===== src/sv/rar_pkg.sv =====
// Package: shared constants, types and states of the relevance ranking core.
`default_nettype none
package rar_pkg;
  localparam int MAX_DOCS  = 64;
  localparam int MAX_TERMS = 4;
  localparam int NUM_TERM_REGS = 4;
  localparam int IDX_W   = $clog2(MAX_DOCS);
  localparam int CNT_W   = $clog2(MAX_DOCS + 1);
  localparam int ID_W    = 16;
  localparam int OCC_W   = 16;
  localparam int SCORE_W = 32;
  localparam int REL_W   = 17;
  localparam int MCNT_W  = $clog2(NUM_TERM_REGS + 1);
  localparam int ADD_W   = OCC_W + MCNT_W - 1;
  localparam int TOP_W   = 7;
  localparam int QCNT_W  = 3;
  localparam int CFG_IDX_W = 3;
  localparam int CFG_DATA_W = 16;
  localparam int DIV_STEP_W = $clog2(REL_W);

  localparam logic [CFG_IDX_W-1:0] REG_QTERM0 = CFG_IDX_W'(0);
  localparam logic [CFG_IDX_W-1:0] REG_QTERM1 = CFG_IDX_W'(1);
  localparam logic [CFG_IDX_W-1:0] REG_QTERM2 = CFG_IDX_W'(2);
  localparam logic [CFG_IDX_W-1:0] REG_QTERM3 = CFG_IDX_W'(3);
  localparam logic [CFG_IDX_W-1:0] REG_QCOUNT = CFG_IDX_W'(4);
  localparam logic [CFG_IDX_W-1:0] REG_TOP    = CFG_IDX_W'(5);
  localparam logic OP_POST   = 1'b0;
  localparam logic OP_FINISH = 1'b1;

  typedef struct packed {
    logic               start;
    logic [SCORE_W-1:0] num;
    logic [SCORE_W-1:0] den;
  } div_req_t;

  typedef enum logic [3:0] {
    ST_IDLE, ST_SRCH_RD, ST_SRCH_CMP, ST_NEW, ST_SC_RD, ST_SC_WR,
    ST_MAX_RD, ST_MAX_CMP, ST_DIV_RD, ST_DIV_GO, ST_DIV_WAIT,
    ST_INS_RD, ST_INS_CMP, ST_INS_PUT, ST_OUT_RD, ST_OUT_HOLD
  } state_t;
endpackage
`default_nettype wire


===== src/sv/rar_div.sv =====
// Restoring divider: floor(num * 2^16 / den), one quotient bit per cycle, num <= den.
`default_nettype none
module rar_div import rar_pkg::*; (
  input  wire logic             clk,
  input  wire logic             rst,
  input  wire div_req_t         req,
  output logic                  done,
  output logic [REL_W-1:0]      quo
);
  logic                  busy;
  logic [DIV_STEP_W-1:0] step;
  logic [SCORE_W:0]      rem;
  logic [SCORE_W:0]      trial;
  logic [SCORE_W:0]      den_x;

  assign den_x = {1'b0, req.den};
  assign trial = (step == '0) ? rem : {rem[SCORE_W-1:0], 1'b0};

  always_ff @(posedge clk) begin
    if (rst) begin
      busy <= 1'b0;
      done <= 1'b0;
      step <= '0;
    end else begin
      done <= 1'b0;
      if (req.start) begin
        busy <= 1'b1;
        step <= '0;
        rem  <= {1'b0, req.num};
        quo  <= '0;
      end else if (busy) begin
        if (trial >= den_x) begin
          rem <= trial - den_x;
          quo <= {quo[REL_W-2:0], 1'b1};
        end else begin
          rem <= trial;
          quo <= {quo[REL_W-2:0], 1'b0};
        end
        if (step == DIV_STEP_W'(REL_W - 1)) begin
          busy <= 1'b0;
          done <= 1'b1;
        end
        step <= step + 1'b1;
      end
    end
  end
endmodule
`default_nettype wire


===== config.mk =====
export PLATFORM = sky130hd
export DESIGN_NAME = rar_div
export DESIGN_NICKNAME = d
export VERILOG_FILES = /design/src/sv/rar_pkg.sv /design/src/sv/rar_div.sv
export SDC_FILE = /design/constraint.sdc
export NUM_CORES = 1
export LEC_CHECK = 0
export CORE_MARGIN = 10
export CORE_UTILIZATION = 35
export DETAILED_ROUTE_END_ITERATION = 16
export DONT_BUFFER_PORTS = 1
export SKIP_CTS_REPAIR_TIMING = 1
export SKIP_LAST_GASP = 1
export SYNTH_ARGS = -nofsm -noshare
export SYNTH_HDL_FRONTEND = slang
export SYNTH_SLANG_ARGS = --single-unit

===== constraint.sdc =====
create_clock -name clk -period 4.68 [get_ports clk]
set_input_delay 0 -clock clk [delete_from_list [all_inputs] [get_ports clk]]
set_output_delay 0 -clock clk [all_outputs]
set_load 0.02 [all_outputs]

==> results.py, run 1 <==
metrics = {
    "sta": {
        "hold_violations": 3,
        "final_critical_path_setup_slack_ns": 0.457,
        "finalClockSkew_ns": 0.00830,
        "rsz0062_at_grt": "no",
        "timing.setup.tns_ns": 0,
        "slew_headroom_pct": 57.0,
        "post-route-period-util_pct": 90.2,
        "final.hold.worst_slack_ns": -0.0250,
        "layout_min_cycle_time_ns": 4.22,
        "worst_pin_slew_ns": 0.643,
        "maxClockFrequency_mhz": 237,
        "drv_slew": 0,
        "finalSetupViolCount": 0,
    },
    "setup_path": {
        "timing.setup.critical_path_class": "register to register",
        "required_ns": 4.77,
        "critical_path.startpoint_type": "register",
        "endpoint_kind": "register",
        "critPathMaxFanout": 33,
        "worstPathArrival_ns": 4.31,
        "slowest_stage": "mux2i_1",
        "timing.critical_path.slowest_cell_delay_ns": 0.35,
        "critical_path.cell_chain": "inv_1, ha_1, nand2_1, nor2_2, buf_12, mux2i_1, inv_1, ha_1, nor2b_1, o21ai_0, a211oi_2, nor3_2, nor2_2, o21a_4, a21o_1, buf_4, mux2_2, mux2_2",
        "reg_to_reg_slack_setup_ns": 0.46,
        "timing.critical_path.buf_inv": 4,
        "crit_family": "multiplexers",
    },
    "logic_synthesis": {
        "synth_seq_area_share_pct": 33.3,
        "avgSynthCellArea_sq_um": 9.00,
        "postSynth.topFlopCell": "edfxtp_1",
        "edff_count_synth": 50,
        "synthArstFlopShare_pct": 0,
        "synth.net_count": 649,
        "mappedNetlistArea_sq_um": 4920,
        "synth-seq-cells": 57,
        "syn_inst": 547,
        "total_number_of_yosys_warnings": 0,
        "synth_cell_types": 55,
    },
    "grt": {
        "overall_track_demand_over_capacity_in_global_routing_pct": 13.2,
        "grt_first_pass_wirelength_um": 20700,
        "first_global_vias": 4038,
        "grt_max_degree": 46,
        "grt_antenna_before_repair": 0,
        "remaining_overflow_grt": 0,
    },
    "run_status": {
        "violated_checks": "hold timing",
        "run_status": "finished, violations left",
    },
    "power": {
        "seq_power_share_pct": 30.6,
        "clkPwrFrac_pct": 31.8,
        "vdd_drop_max_uv": 178,
        "leakage_nw": 2.43,
        "cellPowerDensity_nw_per_um2": 371,
        "intPower_w": 0.00141,
        "switching_power_w": 0.000735,
        "totalPowerFinal_w": 0.00214,
        "power_frac_comb_pct": 37.6,
        "sw_frac_of_total_pct": 34.3,
    },
    "floorplan": {
        "floorplan.initialDensity_pct": 35.6,
        "io_pins": 85,
        "fp.dieW_um": 139,
        "die_h_um": 139,
        "rows": 43,
        "placeableCoreArea_sq_um": 13800,
        "floorplan.die_area_sq_um": 19200,
    },
    "clock_tree": {
        "cts_made_buffers": 9,
        "clkLatencyLatePin_ns": 0.34,
        "cts-root-buf": "clkbuf_16",
        "clkSlewWorstSetupHoldPaths_ns": 0.05,
        "tritoncts_num_sinks": 57,
        "cts_tree": "built",
        "cts_htree_levels": 3,
        "clk_path_buf_depth": 2,
    },
    "finish": {
        "area_growth_syn_to_layout_pct": 17.2,
        "final_layout_size_suffix_gt1_share_pct": 14.1,
        "design_area_sq_um": 5770,
        "n_antenna_cell": 0,
        "layout_commonest_cell": "edfxtp_1",
        "finish.cell_count_without_fillers": 760,
        "n_fill_cell": 1350,
        "layout.nets": 677,
        "final_cell_mix": "50 x edfxtp_1, 47 x nand2_1, 46 x inv_1",
    },
    "detailed_routing": {
        "dr_total_vias": 4051,
        "drt_first_pass_iters": 5,
        "highest_layer_used_for_signal_routing": "met4",
        "wl_met2_um": 6330,
        "met1Wirelength_um": 5960,
        "met3_wirelength_um": 745,
        "drtIter0Drc": 209,
        "wl_per_cell_um": 17.4,
        "routed_via_density": 5.33,
        "drc": 0,
        "route.final.wire_length_um": 13300,
        "route.antenna.remaining_nets": 0,
    },
    "placement": {
        "port-buffer-count": 0,
        "post-dp-hpwl_um": 9890,
        "place.gp.congestion": 0.865,
        "dpl_worst_slack_ns": 0.331,
        "place_area_sq_um": 5120,
        "numPlacedInstances": 711,
    },
    "worst_hold_path": {
        "worst_hold_check_path_type": "input port to register",
    },
    "job": {
        "timing.max_cap.violations": 0,
    },
}
==> path summary, 6_finish.rpt <==
| check | startpoint | endpoint | cells past startpoint |
|---|---|---|---|
| hold / removal | req[64] | rem[24] | 3 |
| hold reg to reg | step[4] | done | 2 |
| setup reg to reg | step[0] | rem[3] | 18 |
| setup / recovery | step[0] | rem[3] | 18 |
==> layer usage <==
metal  global-route usage (%)  vias up
li1                         -     2021
met1                     15.1     1914
met2                     22.2      100
met3                     4.62       16
met4                     4.61        0
met5                        0        -
==> cells by family (layout without fill, tap and decap cells) <==
kind of cell	count (synthesis)	count (layout)	share of synthesized area [%]
AND/OR/NAND/NOR	157	157	15.3
AO/OA/AOI/OAI	142	142	18.1
buffers and inverters	68	101	5.57
multiplexers	57	57	13.1
flip-flops	57	57	33.3
adder cells (fa/ha/maj)	35	35	9.05
XOR/XNOR	31	31	5.51
==> state kept, by name, indices dropped and copies added (netlist names) <==
| register | flops |
|---|---|
| rem | 33 |
| quo | 17 |
| step | 5 |
| busy | 1 |
| done | 1 |
==> synthesized netlist by cell type, types with 4 or more instances <==
| library cell | n | area, sq um |
|---|---|---|
| a31oi_1 | 5 | 31.3 |
| clkbuf_1 | 14 | 52.6 |
| mux2i_1 | 12 | 120 |
| and3_1 | 6 | 37.5 |
| o21ai_0 | 33 | 165 |
| a21o_1 | 20 | 150 |
| nor2b_1 | 20 | 125 |
| a211oi_1 | 4 | 30.0 |
| buf_2 | 6 | 30.0 |
| o211ai_1 | 5 | 37.5 |
| a21oi_1 | 45 | 225 |
| mux2_2 | 40 | 450 |
| nor2_1 | 45 | 169 |
| nand2_1 | 47 | 176 |
| nand3_1 | 6 | 30.0 |
| xor2_1 | 11 | 96.3 |
| edfxtp_1 | 50 | 1500 |
| nand4_1 | 7 | 43.8 |
| nor3_1 | 6 | 30.0 |
| xnor2_1 | 20 | 175 |
| dfxtp_1 | 7 | 140 |
| inv_1 | 46 | 173 |
| ha_1 | 34 | 425 |
| mux2_4 | 5 | 75.1 |
==> power by group through the flow <==
stage | registers, W | logic (W) | clock network (W)
finish | 0.000656 | 0.000806 | 0.000681
global route | 0.000661 | 0.000895 | 0.000720
detailed placement | 0.000667 | 0.000770 | 0
CTS | 0.000657 | 0.000774 | 0.000695
global placement | 0.000664 | 0.000754 | 0
floorplan | 0.000656 | 0.000634 | 0
==> final cells by class <==
cell class / count / area [sq um] / share of cell area, %
clock inverter: 7 / 78.8 / 1.37
timing repair buffer: 39 / 398 / 6.90
multi-input combinational: 422 / 3030 / 52.5
sequential: 57 / 1640 / 28.5
inverter: 46 / 173 / 2.99
clock buffer: 9 / 225 / 3.90
tap: 180 / 225 / 3.90
==> metrics by stage <==
step | util, % | hold WS [ns]
floorplan | - | 0.191
global placement | 37.0 | 0.131
detailed placement | 37.0 | 0.133
CTS | 39.2 | -0.219
global route | 41.7 | 0.000945
finish | 41.7 | -0.0250
==> tightest hold or removal path: stages <==
cell     delay, ns
nand2_1       0.03
o21ai_0       0.08
a21o_1        0.09
Note: power is estimated with default switching activity, not from simulation.
==> run 2: changes to the inputs <==
--- a/config.mk
+++ b/config.mk
@@ -9,6 +9,7 @@
 export CORE_UTILIZATION = 35
 export DETAILED_ROUTE_END_ITERATION = 16
 export DONT_BUFFER_PORTS = 1
+export MAX_ROUTING_LAYER = met4
 export SKIP_CTS_REPAIR_TIMING = 1
 export SKIP_LAST_GASP = 1
 export SYNTH_ARGS = -nofsm -noshare
==> constraint.sdc (replaced) <==
create_clock -name clk -period 3.9 [get_ports clk]
set_input_delay 0 -clock clk [delete_from_list [all_inputs] [get_ports clk]]
set_output_delay 0 -clock clk [all_outputs]
set_load 0.1 [all_outputs]
==> run 2 against run 1 <==
Net effect: the flow still finishes with violations (hold timing); core utilization is 6.7 points higher; setup slack got worse by 0.35 ns; final cell count is 8.2% higher; first-iteration DRC count increased by 8.6%; cell area rose by 16%; routed wire length grew 13%; power up 40%; register-to-register slack got worse by 0.35 ns; clock-buffer cell count unchanged; sequential power increased by 30%; largest cell class unchanged; largest power group unchanged; highest routed layer unchanged.
==> results.py, run 2 (synthesis results as in run 1) <==
metrics = {
    "setup_path": {
        "worstRegToRegCells": 17,
        "critPathMaxFanout": 7,
        "worstPathArrival_ns": 3.88,
        "crit_path_frequent_cell": "mux2_2",
        "startpoint": "step[1]",
        "endpoint_kind": "register",
        "timing.critical_path.slowest_cell_delay_ns": 0.34,
        "crit_path_end": "rem[7]",
        "timing.setup.critical_path_class": "register to register",
        "reg_to_reg_slack_setup_ns": 0.10,
        "required_ns": 3.99,
        "critical_path.cell_chain": "inv_2, ha_4, nand2_2, nor2_4, clkbuf_16, buf_4, mux2_2, ha_2, a21oi_2, o21ai_2, or2_2, a31o_2, o21a_4, a21o_1, buf_12, mux2_4, mux2_2",
        "critical_path.startpoint_type": "register",
        "slowest_stage": "mux2_2",
        "worstReg2RegStart": "step[1]",
        "worstReg2RegEnd": "rem[7]",
    },
    "finish": {
        "finish.cell_count_without_fillers": 822,
        "final_layout_size_suffix_gt1_share_pct": 29.2,
        "registers.top_by_ff_count": "rem",
        "largest_reg_flops": 33,
        "area_growth_syn_to_layout_pct": 36.0,
        "final_core_utilization_pct": 48.4,
        "largest_registers_in_the_final_layout": "rem x33, quo x17, step x5",
        "n_fill_cell": 1310,
        "final_cell_mix": "55 x buf_4, 50 x edfxtp_1, 46 x nand2_1",
        "layout_commonest_cell": "buf_4",
        "layout.nets": 737,
    },
    "sta": {
        "finalSetupViolCount": 0,
        "finalClockSkew_ns": 0.0171,
        "worst_pin_slew_ns": 0.941,
        "drv_slew": 0,
        "hold_violations": 1,
        "rsz0062_at_grt": "yes",
        "layout_min_cycle_time_ns": 3.80,
        "maxClockFrequency_mhz": 263,
        "post-route-period-util_pct": 97.4,
        "final.hold.worst_slack_ns": -0.0153,
        "slew_headroom_pct": 37.2,
    },
    "clock_tree": {
        "cts_tree": "built",
        "cts-root-buf": "clkbuf_16",
        "clk_path_buf_depth": 2,
        "clkSlewWorstSetupHoldPaths_ns": 0.06,
        "cts_htree_levels": 3,
        "clkLatencyLatePin_ns": 0.35,
        "tritoncts_num_sinks": 57,
        "cts_made_buffers": 9,
    },
    "detailed_routing": {
        "drc": 0,
        "drt_first_pass_iters": 4,
        "route.antenna.remaining_nets": 0,
        "dr_total_vias": 4324,
        "drtIter0Drc": 227,
        "route.final.wire_length_um": 15000,
        "wl_per_cell_um": 18.3,
        "routed_via_density": 5.26,
    },
    "power": {
        "totalPowerFinal_w": 0.00299,
        "cellPowerDensity_nw_per_um2": 447,
        "leakage_nw": 2.80,
        "vdd_drop_max_uv": 199,
    },
    "floorplan": {
        "fp.dieW_um": 139,
        "placeableCoreArea_sq_um": 13800,
        "floorplan.initialDensity_pct": 35.6,
        "rows": 43,
        "floorplan.die_area_sq_um": 19200,
        "io_pins": 85,
        "die_h_um": 139,
    },
    "grt": {
        "grt_antenna_before_repair": 2,
        "grt_max_degree": 46,
        "grt_first_pass_wirelength_um": 21900,
        "overall_track_demand_over_capacity_in_global_routing_pct": 14.3,
        "remaining_overflow_grt": 0,
        "first_global_vias": 4189,
    },
    "placement": {
        "post-dp-hpwl_um": 10500,
        "place.gp.congestion": 0.902,
        "port-buffer-count": 0,
        "numPlacedInstances": 753,
    },
    "job": {
        "timing.max_cap.violations": 0,
    },
    "run_status": {
        "run_status": "finished, violations left",
        "violated_checks": "hold timing",
    },
    "worst_hold_path": {
        "worst_hold_check_path_type": "input port to register",
    },
}
[run 2: cell count changes in the layout (fill, tap and decap cells not counted), sizes merged]
cell and change:
diode +2, clkbuf +2, bufinv +1, clkinvlp -2, dlygate4sd3 +1, clkinv +1
buf +57
[run 2: how the worst min path moves through the flow]
stage / from / to / slack, ns / depth (start not counted)
after floorplan: req[33] / rem[1] / 0.19 / 2
after global placement: req[64] / busy / 0.13 / 1
after detailed placement: req[64] / busy / 0.15 / 1
after CTS: req[64] / busy / -0.22 / 1
after global routing: req[64] / rem[27] / -0.009 / 2
final: req[59] / rem[27] / -0.02 / 2
[run 2: metal layers]
metal / wire length [um] / GRT usage, %
met1: 6580 / 16.1
met2: 7480 / 23.5
met3: 692 / 4.69
met4: 277 / 4.61
met5: 0 / -
[run 2: area by class of cell]
| class | instances | area (sq um) | share of cell area [%] |
|---|---|---|---|
| Clock buffer | 9 | 225 | 3.36 |
| Tap cell | 180 | 225 | 3.36 |
| Multi-Input combinational cell | 422 | 3390 | 50.6 |
| Timing Repair Buffer | 99 | 932 | 13.9 |
| Antenna cell | 2 | 5.00 | 0.0747 |
| Inverter | 46 | 173 | 2.58 |
| Clock inverter | 7 | 103 | 1.53 |
| Sequential cell | 57 | 1640 | 24.5 |
[run 2: metrics by stage]
stage	area (sq um)	hold WS [ns]	setup slack [ns]	TNS, ns
2_1_floorplan	4940	0.191	0.0148	0
3_3_place_gp	5450	0.132	0.0810	0
3_5_place_dp	5450	0.145	0.00770	0
4_1_cts	5770	-0.216	-0.00559	-0.0104
5_1_grt	6700	-0.00905	-0.0386	-0.202
6_report	6700	-0.0153	0.103	0
[run 2: critical path: cells and delay by family (launching register included)]
kind / cells / cell delay, ns
AOI/OAI and AO/OA: 5 / 0.85
DFF: 1 / 0.32
adders and majority gates: 2 / 0.35
muxes: 3 / 0.89
buffers and inverters: 4 / 0.55
and+or+nand+nor: 3 / 0.58
[run 2: power by group]
| part | leakage (nW) | switching (W) | internal, W | total, W |
|---|---|---|---|---|
| Clock | 0.156 | 0.000336 | 0.000565 | 0.000901 |
| Combinational | 2.11 | 0.000608 | 0.000635 | 0.00124 |
| Sequential | 0.537 | 0.000106 | 0.000744 | 0.000851 |
==> run 3: changes to the inputs <==
--- a/config.mk
+++ b/config.mk
@@ -5,7 +5,7 @@
 export SDC_FILE = /design/constraint.sdc
 export NUM_CORES = 1
 export LEC_CHECK = 0
-export CORE_MARGIN = 10
+export CORE_MARGIN = 2
 export CORE_UTILIZATION = 35
 export DETAILED_ROUTE_END_ITERATION = 16
 export DONT_BUFFER_PORTS = 1
==> constraint.sdc (replaced) <==
create_clock -name clk -period 4.8 [get_ports clk]
set_input_delay 0 -clock clk [delete_from_list [all_inputs] [get_ports clk]]
set_output_delay 0 -clock clk [all_outputs]
set_load 0.1 [all_outputs]
==> run 3 against run 2 <==
Net effect: the flow still finishes with violations (hold timing); final cell count fell by 7.4%; via count fell by 6.0%; cell area fell by 14%; largest power group unchanged.
==> results.py, run 3 (synthesis results as in run 1) <==
metrics = {
    "sta": {
        "post-route-period-util_pct": 91.8,
        "drv_slew": 0,
        "timing.setup.tns_ns": 0,
        "finalClockSkew_ns": 0.00826,
        "maxClockFrequency_mhz": 227,
        "hold_violations": 1,
        "rsz0062_at_grt": "no",
        "layout_min_cycle_time_ns": 4.41,
        "slew_headroom_pct": 36.5,
        "final.hold.worst_slack_ns": -0.0375,
        "worst_pin_slew_ns": 0.953,
        "finalSetupViolCount": 0,
    },
    "worst_hold_path": {
        "worst_hold_check_path_type": "input port to register",
        "hold_path_startpoint": "req[63]",
        "worstHoldEndpoint": "rem[31]",
        "min_delay_path_depth": 2,
    },
    "clock_tree": {
        "clk_path_buf_depth": 2,
        "cts-root-buf": "clkbuf_16",
        "clkSlewWorstSetupHoldPaths_ns": 0.05,
        "cts_htree_levels": 3,
        "cts_tree": "built",
        "clkLatencyLatePin_ns": 0.34,
        "tritoncts_num_sinks": 57,
        "cts_made_buffers": 9,
    },
    "grt": {
        "remaining_overflow_grt": 0,
        "grt_antenna_before_repair": 0,
        "grt_max_degree": 46,
        "overall_track_demand_over_capacity_in_global_routing_pct": 17.5,
        "first_global_vias": 4054,
        "grt_first_pass_wirelength_um": 19700,
    },
    "setup_path": {
        "critical_path.startpoint_type": "register",
        "worstPathArrival_ns": 4.49,
        "worstRegToRegCells": 18,
        "timing.setup.critical_path_class": "register to register",
        "worstReg2RegEnd": "rem[10]",
        "required_ns": 4.89,
        "endpoint_kind": "register",
        "worstReg2RegStart": "step[0]",
        "critPathMaxFanout": 21,
        "reg_to_reg_slack_setup_ns": 0.39,
    },
    "finish": {
        "n_antenna_cell": 0,
        "largest_registers_in_the_final_layout": "rem x33, quo x17, step x5",
        "layout.nets": 678,
        "largest_reg_flops": 33,
        "area_growth_syn_to_layout_pct": 17.0,
        "registers.top_by_ff_count": "rem",
        "final_core_utilization_pct": 41.6,
        "layout_commonest_cell": "edfxtp_1",
        "final_cell_mix": "50 x edfxtp_1, 47 x nand2_1, 46 x inv_1",
        "final_layout_size_suffix_gt1_share_pct": 14.3,
    },
    "placement": {
        "port-buffer-count": 0,
        "place.gp.congestion": 0.882,
        "post-dp-hpwl_um": 8980,
    },
    "detailed_routing": {
        "wl_per_cell_um": 16.3,
        "route.final.wire_length_um": 12400,
        "drc": 0,
        "drt_first_pass_iters": 4,
        "route.antenna.remaining_nets": 0,
        "drtIter0Drc": 233,
        "routed_via_density": 5.34,
        "dr_total_vias": 4063,
    },
    "floorplan": {
        "floorplan.die_area_sq_um": 15000,
        "die_h_um": 123,
        "placeableCoreArea_sq_um": 13800,
        "io_pins": 85,
        "rows": 43,
        "fp.dieW_um": 123,
        "floorplan.initialDensity_pct": 35.6,
    },
    "power": {
        "vdd_drop_max_uv": 184,
        "cellPowerDensity_nw_per_um2": 371,
        "leakage_nw": 2.43,
    },
    "job": {
        "timing.max_cap.violations": 0,
    },
    "run_status": {
        "run_status": "finished, violations left",
        "violated_checks": "hold timing",
    },
}
==> run 3: cell types whose count changed in the layout (fill, tap and decap cells not counted), moves of 4 or more <==
cell and delta:
ha_2 -4, ha_4 -17, ha_1 +21, mux2_2 +5
a21oi_1 +6, buf_4 -47, mux2_4 -5
==> run 3: area by class of cell <==
cell class | count | area, sq um
Fill cell | 1357 | 8070
Sequential cell | 57 | 1640
Clock inverter | 6 | 67.6
Inverter | 46 | 173
Clock buffer | 10 | 239
Multi-Input combinational cell | 422 | 3020
Timing Repair Buffer | 40 | 390
Tap cell | 180 | 225
==> run 3: critical path, cell delays in order, from the launching register on <==
cell	delay [ns]
dfxtp_1	0.35
inv_1	0.07
ha_1	0.16
nand2_1	0.06
nor2_2	0.10
buf_4	0.32
mux2i_1	0.37
inv_1	0.08
ha_1	0.29
nor2b_1	0.12
o21ai_0	0.11
a211oi_1	0.42
nor3_2	0.10
nor2_2	0.23
o21a_4	0.20
a21o_1	0.31
buf_4	0.28
mux2_4	0.31
mux2_2	0.26
==> run 3: power breakdown <==
| group | leakage (nW) | internal (W) | switching [W] |
|---|---|---|---|
| Combinational | 1.75 | 0.000363 | 0.000416 |
| Sequential | 0.537 | 0.000605 | 0.0000852 |
| Clock | 0.145 | 0.000416 | 0.000250 |
| Total | 2.43 | 0.00138 | 0.000751 |
==> run 3: how the worst max path moves through the flow <==
stage                     slack (ns)  depth (start not counted)  startpoint  endpoint
after global placement          0.58                         17     step[0]   rem[10]
after detailed placement        0.42                         18     step[0]   rem[17]
after floorplan                 0.59                         18     step[0]    rem[7]
after global routing            0.03                         18     step[0]   rem[10]
final                           0.39                         18     step[0]   rem[10]
after CTS                       0.39                         18     step[0]   rem[10]
==> run 3: per-layer routing <==
layer | share of wire, % | GRT usage [%] | wire length, um
met1 | 46 | 20.9 | 5700
met2 | 48 | 28.0 | 5910
met3 | 4.6 | 5.48 | 571
met4 | 1.7 | 5.68 | 208
met5 | 0 | - | 0
==> run 3: per-stage QoR <==
step	instances	setup slack (ns)	cell area [sq um]	power, W	hold slack, ns
final	761	0.394	5760	0.00213	-0.0375
after global routing	761	0.0297	5760	0.00227	0.00282
after CTS	729	0.386	5430	0.00213	-0.218
after detailed placement	713	0.422	5120	0.00145	0.141
after global placement	713	0.577	5120	0.00144	0.130
after floorplan	547	0.585	4920	0.00131	0.191
